File: src/rtl/assert_macros.svh
// Assertion macros for the RTL of the coordinate validator.
`ifndef ASSERT_MACROS_SVH
`define ASSERT_MACROS_SVH

// Concurrent check on clk, held off while rst_n is low.
`define ASSERT_CLK(label, prop, msg) \
    label: assert property (@(posedge clk) disable iff (!rst_n) prop) else $error(msg);

// Concurrent check on clk that stays live during reset.
`define ASSERT_ALWAYS(label, prop, msg) \
    label: assert property (@(posedge clk) prop) else $error(msg);

`endif

File: src/rtl/dcv_pkg.sv
// Package for the coordinate validator: state and result types, limits, character codes and the hemisphere check.
package dcv_pkg;

    localparam int unsigned ACC_W = 10;
    localparam int unsigned POS_W = 4;

    localparam logic [ACC_W-1:0] LAT_MAX_DEG = 10'd89;
    localparam logic [ACC_W-1:0] LON_MAX_DEG = 10'd179;
    localparam logic [ACC_W-1:0] MAX_MIN     = 10'd59;

    localparam logic [7:0] CH_ZERO  = 8'h30;
    localparam logic [7:0] CH_NINE  = 8'h39;
    localparam logic [7:0] CH_BLANK = 8'h20;
    localparam logic [7:0] CH_DOT   = 8'h2E;
    localparam logic [7:0] CH_UP_N  = 8'h4E;
    localparam logic [7:0] CH_LO_N  = 8'h6E;
    localparam logic [7:0] CH_UP_S  = 8'h53;
    localparam logic [7:0] CH_LO_S  = 8'h73;
    localparam logic [7:0] CH_UP_E  = 8'h45;
    localparam logic [7:0] CH_LO_E  = 8'h65;
    localparam logic [7:0] CH_UP_W  = 8'h57;
    localparam logic [7:0] CH_LO_W  = 8'h77;

    localparam logic [POS_W-1:0] LAST_POS_LON = 4'd8;

    typedef struct packed {
        logic             active;
        logic             lon;
        logic [POS_W-1:0] pos;
        logic             blank;
        logic [ACC_W-1:0] acc;
        logic             failed;
    } dcv_state_t;

    typedef struct packed {
        logic valid;
        logic field_ok;
        logic was_longitude;
    } dcv_result_t;

    function automatic logic hemisphere_ok(input logic [7:0] c, input logic lon);
        logic ok;
        if (lon)
        begin
            ok = (c == CH_UP_E) || (c == CH_LO_E) || (c == CH_UP_W) || (c == CH_LO_W);
        end
        else
        begin
            ok = (c == CH_UP_N) || (c == CH_LO_N) || (c == CH_UP_S) || (c == CH_LO_S);
        end
        return ok;
    endfunction

endpackage

File: src/rtl/dcv_step.sv
// Per-character check: next field state and result for one character.
module dcv_step
    import dcv_pkg::*;
(
    input  dcv_state_t  cur,
    input  logic [7:0]  ch,
    input  logic        start_req,
    input  logic        is_longitude,
    output dcv_state_t  nxt,
    output dcv_result_t res
);

    dcv_state_t       st;
    logic [POS_W-1:0] deg_len;
    logic [POS_W-1:0] min_end;
    logic [POS_W-1:0] dot_pos;
    logic [POS_W-1:0] hund_start;
    logic [POS_W-1:0] hemi_pos;
    logic             is_digit;
    logic             is_blank;
    logic [3:0]       digit;
    logic [ACC_W-1:0] acc_base;
    logic [ACC_W+3:0] acc_x10;
    logic [ACC_W-1:0] acc_new;
    logic [ACC_W-1:0] deg_max;

    always_comb
    begin
        st = cur;
        if (start_req)
        begin
            st.active = 1'b1;
            st.lon    = is_longitude;
            st.pos    = '0;
            st.blank  = 1'b0;
            st.acc    = '0;
            st.failed = 1'b0;
        end

        deg_len    = st.lon ? 4'd3 : 4'd2;
        min_end    = deg_len + 4'd1;
        dot_pos    = deg_len + 4'd2;
        hund_start = deg_len + 4'd3;
        hemi_pos   = deg_len + 4'd5;
        deg_max    = st.lon ? LON_MAX_DEG : LAT_MAX_DEG;

        is_digit = (ch >= CH_ZERO) && (ch <= CH_NINE);
        is_blank = (ch == CH_BLANK);
        digit    = 4'(ch - CH_ZERO);

        acc_base = ((st.pos == '0) || (st.pos == deg_len) || (st.pos == hund_start))
                   ? '0 : st.acc;
        acc_x10  = ({4'b0, acc_base} << 3) + ({4'b0, acc_base} << 1);

        nxt = st;
        res = '{valid: 1'b0, field_ok: 1'b0, was_longitude: st.lon};
        acc_new = acc_base;

        if (st.active)
        begin
            if (st.pos >= hemi_pos)
            begin
                res.valid    = 1'b1;
                res.field_ok = !st.failed && hemisphere_ok(ch, st.lon);
                nxt.failed   = !res.field_ok;
                nxt.active   = 1'b0;
                nxt.pos      = '0;
            end
            else
            begin
                if (st.pos == dot_pos)
                begin
                    if (!st.blank && ch == CH_DOT)
                    begin
                        nxt.failed = st.failed;
                    end
                    else if (!st.blank && is_blank)
                    begin
                        nxt.blank = 1'b1;
                    end
                    else
                    begin
                        nxt.failed = 1'b1;
                    end
                end
                else
                begin
                    if (is_digit && !st.blank)
                    begin
                        acc_new = ACC_W'(acc_x10 + {10'b0, digit});
                    end
                    else if (is_blank)
                    begin
                        acc_new   = ACC_W'(acc_x10);
                        nxt.blank = 1'b1;
                    end
                    else
                    begin
                        nxt.failed = 1'b1;
                    end
                    nxt.acc = acc_new;
                    if ((st.pos == deg_len - 4'd1) && (acc_new > deg_max))
                    begin
                        nxt.failed = 1'b1;
                    end
                    if ((st.pos == min_end) && (acc_new > MAX_MIN))
                    begin
                        nxt.failed = 1'b1;
                    end
                end
                nxt.pos = st.pos + 4'd1;
            end
        end
    end

endmodule

File: src/rtl/degmin_coordinate_validator_core.sv
// Top level of the degrees-minutes coordinate validator.
//
//  channel | dir | tdata                      | tuser
//  s_*     | in  | ch[7:0]                    | start_req[0], is_longitude[1]
//  m_*     | out | field_ok[0], zeros [7:1]   | was_longitude[0]
//
//  One character per cycle while m_tready does not stall the output; the final character
//  passes the input register and then the result register before its result word is on m_tdata.
//  Field state advances when a character leaves the input register, which
//  needs room in the result register; only the final character writes it.
//  rst_n clears the valid flags and the field state at once.
//  A stalled m_tready holds the result and stops the input after one word.
module degmin_coordinate_validator_core
    import dcv_pkg::*;
(
    input  logic       clk,
    input  logic       rst_n,
    input  logic       s_tvalid,
    output logic       s_tready,
    input  logic [7:0] s_tdata,   // ch[7:0]
    input  logic [1:0] s_tuser,   // start_req[0], is_longitude[1]
    output logic       m_tvalid,
    input  logic       m_tready,
    output logic [7:0] m_tdata,   // field_ok[0], zero fill [7:1]
    output logic [0:0] m_tuser    // was_longitude[0]
);

`include "assert_macros.svh"

    logic        in_valid_reg;
    logic [7:0]  ch_reg;
    logic [1:0]  user_reg;
    logic        out_valid_reg;
    logic        field_ok_reg;
    logic        was_lon_reg;
    dcv_state_t  state_reg;
    dcv_state_t  state_next;
    dcv_result_t step_res;
    logic        adv;

    assign adv      = in_valid_reg && (!out_valid_reg || m_tready);
    assign s_tready = !in_valid_reg || adv;

    dcv_step u_step (
        .cur          (state_reg),
        .ch           (ch_reg),
        .start_req    (user_reg[0]),
        .is_longitude (user_reg[1]),
        .nxt          (state_next),
        .res          (step_res)
    );

    always_ff @(posedge clk or negedge rst_n)
    begin
        if (!rst_n)
        begin
            in_valid_reg  <= 1'b0;
            out_valid_reg <= 1'b0;
            state_reg     <= '0;
        end
        else
        begin
            if (s_tready)
            begin
                in_valid_reg <= s_tvalid;
            end
            if (adv)
            begin
                state_reg <= state_next;
            end
            if (adv && step_res.valid)
            begin
                out_valid_reg <= 1'b1;
            end
            else if (m_tready)
            begin
                out_valid_reg <= 1'b0;
            end
        end
    end

    always_ff @(posedge clk)
    begin
        if (s_tready && s_tvalid)
        begin
            ch_reg   <= s_tdata;
            user_reg <= s_tuser;
        end
        if (adv && step_res.valid)
        begin
            field_ok_reg <= step_res.field_ok;
            was_lon_reg  <= step_res.was_longitude;
        end
    end

    assign m_tvalid = out_valid_reg;
    assign m_tdata  = {7'b0, field_ok_reg};
    assign m_tuser  = was_lon_reg;

    `ASSERT_CLK(a_pos_in_range, state_reg.pos <= LAST_POS_LON, "field position past last char")
    `ASSERT_CLK(a_idle_pos_zero, !state_reg.active |-> state_reg.pos == '0,
                "idle with nonzero position")
    `ASSERT_CLK(a_result_from_step, $rose(m_tvalid) |-> $past(adv),
                "result word without a processed character")
    `ASSERT_ALWAYS(a_reset_idle, !rst_n |=> !m_tvalid && !state_reg.active,
                   "not idle after reset")

endmodule
File: config.mk
export PLATFORM = sky130hd
export DESIGN_NAME = degmin_coordinate_validator_core
export DESIGN_NICKNAME = d
export VERILOG_FILES = /design/src/rtl/dcv_pkg.sv /design/src/rtl/dcv_step.sv /design/src/rtl/degmin_coordinate_validator_core.sv
export VERILOG_INCLUDE_DIRS = /design/src /design/src/rtl
export SDC_FILE = /design/constraint.sdc
export NUM_CORES = 1
export LEC_CHECK = 0
export BUFFER_PORTS_ARGS = -buffer_cell sky130_fd_sc_hd__clkbuf_2
export CAP_MARGIN = 20
export CORE_MARGIN = 2
export CORE_UTILIZATION = 60
export DETAILED_ROUTE_END_ITERATION = 6
export MAX_ROUTING_LAYER = met4
export PLACE_DENSITY = 0.8
export SLEW_MARGIN = 30
export SYNTH_ARGS = -nofsm -noshare
export SYNTH_HDL_FRONTEND = slang
export SYNTH_SLANG_ARGS = --single-unit
File: constraint.sdc
create_clock -name clk -period 6.2 [get_ports clk]
set_input_delay 0.62 -clock clk [delete_from_list [all_inputs] [get_ports clk]]
set_output_delay 0.62 -clock clk [all_outputs]
set_load 0.05 [all_outputs]
Word level (Yosys, flattened, before mapping)
Cells that the tools add are included.
{"block": "totals", "output_inout_bits": 11, "ff_bits": 32}
{"block": "classes", "n_lt_le_gt_ge": 5, "n_eq_ne": 15, "reduce_logical": 28, "muxes": 35, "n_addsub": 9}
{"cell": "two-way mux 10 bit", "n": 7}
{"cell": "equality test 8 x 7 -> 1 bit (second input constant)", "n": 8}
{"cell": "two-way mux 1 bit", "n": 21}
{"cell": "equality test 4 bit", "n": 5}
{"cell": "two-way mux 18 bit", "n": 1}
{"cell": "equality test 8 x 6 -> 1 bit (second input constant)", "n": 2}
{"cell": "two-way mux 16 bit", "n": 1}
{"cell": "two-way mux 11 bit", "n": 1}
{"cell": "adder 10 bit", "n": 1}
{"cell": "adder 10 x 4 -> 10 bit", "n": 1}
{"cell": "> comparator 10 bit", "n": 1}
{"cell": "> comparator 10 x 6 -> 1 bit (second input constant)", "n": 1}
{"cell": "logical AND 1 bit", "n": 10}
{"cell": "logical OR 1 bit", "n": 10}
{"cell": "adder 4 x 1 -> 4 bit (second input constant)", "n": 2}
{"cell": "adder 4 x 2 -> 4 bit (second input constant)", "n": 2}
{"cell": ">= comparator 8 x 6 -> 1 bit (second input constant)", "n": 1}
{"cell": "<= comparator 8 x 6 -> 1 bit (second input constant)", "n": 1}
{"cell": "two-way mux 8 bit", "n": 1}
{"cell": "subtractor 4 x 1 -> 4 bit (second input constant)", "n": 2}
{"cell": "zero test 1 bit", "n": 5}
{"cell": "adder 4 x 3 -> 4 bit (second input constant)", "n": 1}
{"cell": ">= comparator 4 bit", "n": 1}
{"cell": "zero test 4 bit", "n": 1}
{"cell": "4 further kinds", "n": 5}

Depth between registers and ports, before layout
{"block": "depth", "word_depth": 19, "mapped_depth": 24}

By module
A second synthesis with hierarchy kept.
{"block": "unflattened", "hier_cells": 328, "hier_area_um2": 2970.3}
{"module": "dcv_step", "area_per_inst_um2": 1724.2, "n_inst": 1, "cells_per_inst": 259, "seq_area_each_um2": 0.0}
{"module": "degmin_coordinate_validator_core", "area_per_inst_um2": 1246.2, "n_inst": 1, "cells_per_inst": 69, "seq_area_each_um2": 860.8}

Worst setup path after synthesis
No wires, ideal clock.
{"block": "synth_path", "kind": "flip-flop to flip-flop", "startpoint": "reg user_reg[0]", "endpoint": "reg state_reg[0] (netlist bit)", "t_arrival_ns": 5.599, "period_less_slack_ns": 5.680, "path_stages_with_launch": 25, "slack_ns": 0.520, "setup_time_ns": 0.082, "t_required_ns": 6.118, "path_buffers": 4, "cell_sequence": "edfxtp_1 > buf_2 > mux2i_1 > inv_1 > ha_1 > and4bb_2 > a311oi_4 > buf_6 > buf_2 > and2_1 > ha_1 > ha_1 > clkbuf_1 > nand4_1 > o21a_1 > a211oi_1 > xnor2_1 > o21ai_0 > inv_1 > ha_1 > nand3_1 > or4_4 > a221oi_2 > a211oi_1 > a31oi_1"}
{"element": "from (decl)", "line": "degmin_coordinate_validator_core.sv:32", "source": "logic [1:0] user_reg;"}
{"element": "from (signal assigned)", "line": "degmin_coordinate_validator_core.sv:87", "source": "user_reg <= s_tuser;"}
{"element": "to (signal assigned)", "line": "degmin_coordinate_validator_core.sv:69", "source": "state_reg <= state_next;"}
{"element": "to (decl)", "line": "degmin_coordinate_validator_core.sv:36", "source": "dcv_state_t state_reg;"}

==> flow_summary.toml <==
[outcome]
status = "finished, violations left"
violations = "DRC"

[grt]
grt_pass1_wl_mm = 10.7
grt_max_degree = 21
grt_remaining_overflow = 0
track_usage_pct = 27.0
grt_pass1_vias = 2298
grt_antenna_before_repair = 0

[clocking]
htree_levels = 2
cts-root-buf = "clkbuf_8"
post_cts_buffers = 0
cts_resized = 0
clock_latency_ps = 290
cts_tree = "built"
numCtsBuffers = 5
clkTransAtPathRegs_ps = 70
clock_path_buffers = 2
postCtsHoldBufs = 0
clock_sinks = 32

[finish]
syn2layout_area_growth_pct = 6.26
largest_reg_flops = 18
drive_gt1_share_pct = 11.6
fin_nets = 365
n_antenna_cell = 0
finalNonFillerCells = 388

[placed_design]
hpwl_mm = 4.74
place_inst = 380
globalplace.congestion = 0.957
io_buffers = 17
pre_cts_ws_ps = 603

[logic_synthesis]
synth-seq-cells = 32
synth_commonest_cells = "nand2_1, a21oi_1, nor2_1"
ys_types = 64
netlist_top_cells_area = "dfrtp_1, edfxtp_1, ha_1, a21oi_1, nand2_1"
ys_warn_count = 0
syn_area_um2 = 2780
synth_top_area_share_pct = 18.0
async_flop_share_pct = 62.5
avgSynthCellArea_um2 = 8.49
synth.most_common_cell = "nand2_1"
syn_inst = 327
synth_edf_count = 12
yosys.area.top_type = "dfrtp_1"
ys.flop_type = "dfrtp_1"
yosysSeqAreaShare_pct = 31.0

[worst_setup_path]
cp-end-kind = "flip-flop"
r2r_cells = 20
cp_max_fo = 14
critical_path_class = "flip-flop to flip-flop"
required_ps = 6410
startpoint_type = "flip-flop"
critical_path_arrival_ps = 5890

[route]
drt_iter0_markers = 218
ant_nets = 0
via_per_inst = 6.55
wl_per_cell_um = 16.4
drtPass1Iterations = 7
drc = 1
routed_wl_mm = 6.35
vias = 2543

[sta]
layout_setup_ws_ps = 522
tightest_slew_ps = 932
worst_hold_slack_ps = 293
skew_ps = 4.74
rsz0062_at_grt = "no"
tns_ps = 0
slew_headroom_pct = 37.4
hold_viol_final = 0
slew_viol_final = 0
period_needed_ps = 5680
fmax_mhz = 176
min_period_over_period_pct = 91.6
setup_violations = 0

[power_and_ir_drop]
ir_worst_vdd_v = 0.000203
p_per_area_nw_per_um2 = 319
leakage_nw = 1.18
p_total_w = 0.000941

[die]
fp.dieH_um = 72.0
core_um2 = 4410
dieArea_um2 = 5190
io_pins = 25
die-width_um = 72.0
num_rows = 24
start_util_pct = 62.9

[job]
maxCapViolCount = 0

[worst_hold_path]
hold_class = "input port to asynchronous set/reset pin"
-- where the power goes --
group | internal [W] | leakage [nW] | switching (W) | total (W)
logic | 0.000151 | 0.747 | 0.000258 | 0.000409
registers | 0.000264 | 0.380 | 0.0000725 | 0.000336
clock network | 0.000119 | 0.0552 | 0.0000769 | 0.000196
total | 0.000534 | 1.18 | 0.000407 | 0.000941
-- per-stage QoR --
step / util, % / cell area [µm²]
2_1_floorplan: - / 2800
3_3_place_gp: 64.4 / 2840
3_5_place_dp: 64.4 / 2840
4_1_cts: 66.8 / 2950
5_1_grt: 66.8 / 2950
6_report: 66.8 / 2950
-- final timing paths --
check	from	endpoint	slack (ps)
setup reg to reg	state_reg[16]	state_reg[0]	520
setup / recovery	state_reg[16]	state_reg[0]	520
hold reg to reg	state_reg[6]	state_reg[6]	500
min in group clk	state_reg[6]	state_reg[6]	500
hold / removal	rst_n	state_reg[6]	290
max in group asynchronous	rst_n	state_reg[8]	5560
-- worst max-delay path, stage by stage, from the launching register on --
cell,delay (ps)
dfrtp_1,440
mux2i_1,190
inv_1,180
ha_1,370
and4bb_2,280
a311oi_4,500
buf_4,290
and2_1,210
ha_1,250
inv_1,140
or4_1,490
a21oi_1,170
o22ai_1,140
xor2_1,190
a221oi_1,390
ha_1,200
nand3_1,100
or4_4,520
a221oi_2,280
a211oi_1,70
a31oi_1,200
-- layer usage --
metal | GRT usage (%) | vias up | wire, µm
met3 | 3.89 | 8 | 413
met1 | 37.5 | 1178 | 2910
met4 | 8.39 | 0 | 81
met2 | 41.3 | 121 | 2940
met5 | - | - | 0
li1 | - | 1236 | -
-- cell type report --
class                   instances  area [µm²]
clock inverters                 2        35.0
multi-input cells             265        1760
clock buffers                   6        72.6
well taps                      52        65.1
inverters                       9        33.8
flip-flops and latches         32         861
repair buffers                 22         123
fillers                       381        1460
-- cell usage in the layout, fill, tap and decap left out, drive strengths merged, types with 7 or more instances in the layout --
cell type	n
ha	16
dfrtp	20
xnor2	9
nand2	32
a211oi	10
clkbuf	23
inv	9
conb	7
a21oi	24
and2	9
a22o	10
edfxtp	12
o21ai	22
nor2	22
-- logic make-up after synthesis --
logic type / Yosys count / synth area share [%]
other cells: 1 / 0.135
mux: 3 / 1.08
buf+inv: 36 / 6.40
xor+xnor: 13 / 4.10
flops: 32 / 31.0
simple gates: 121 / 23.5
fa+ha+maj: 18 / 7.93
compound gates: 103 / 25.8
Power figures use the tool's default switching activity.
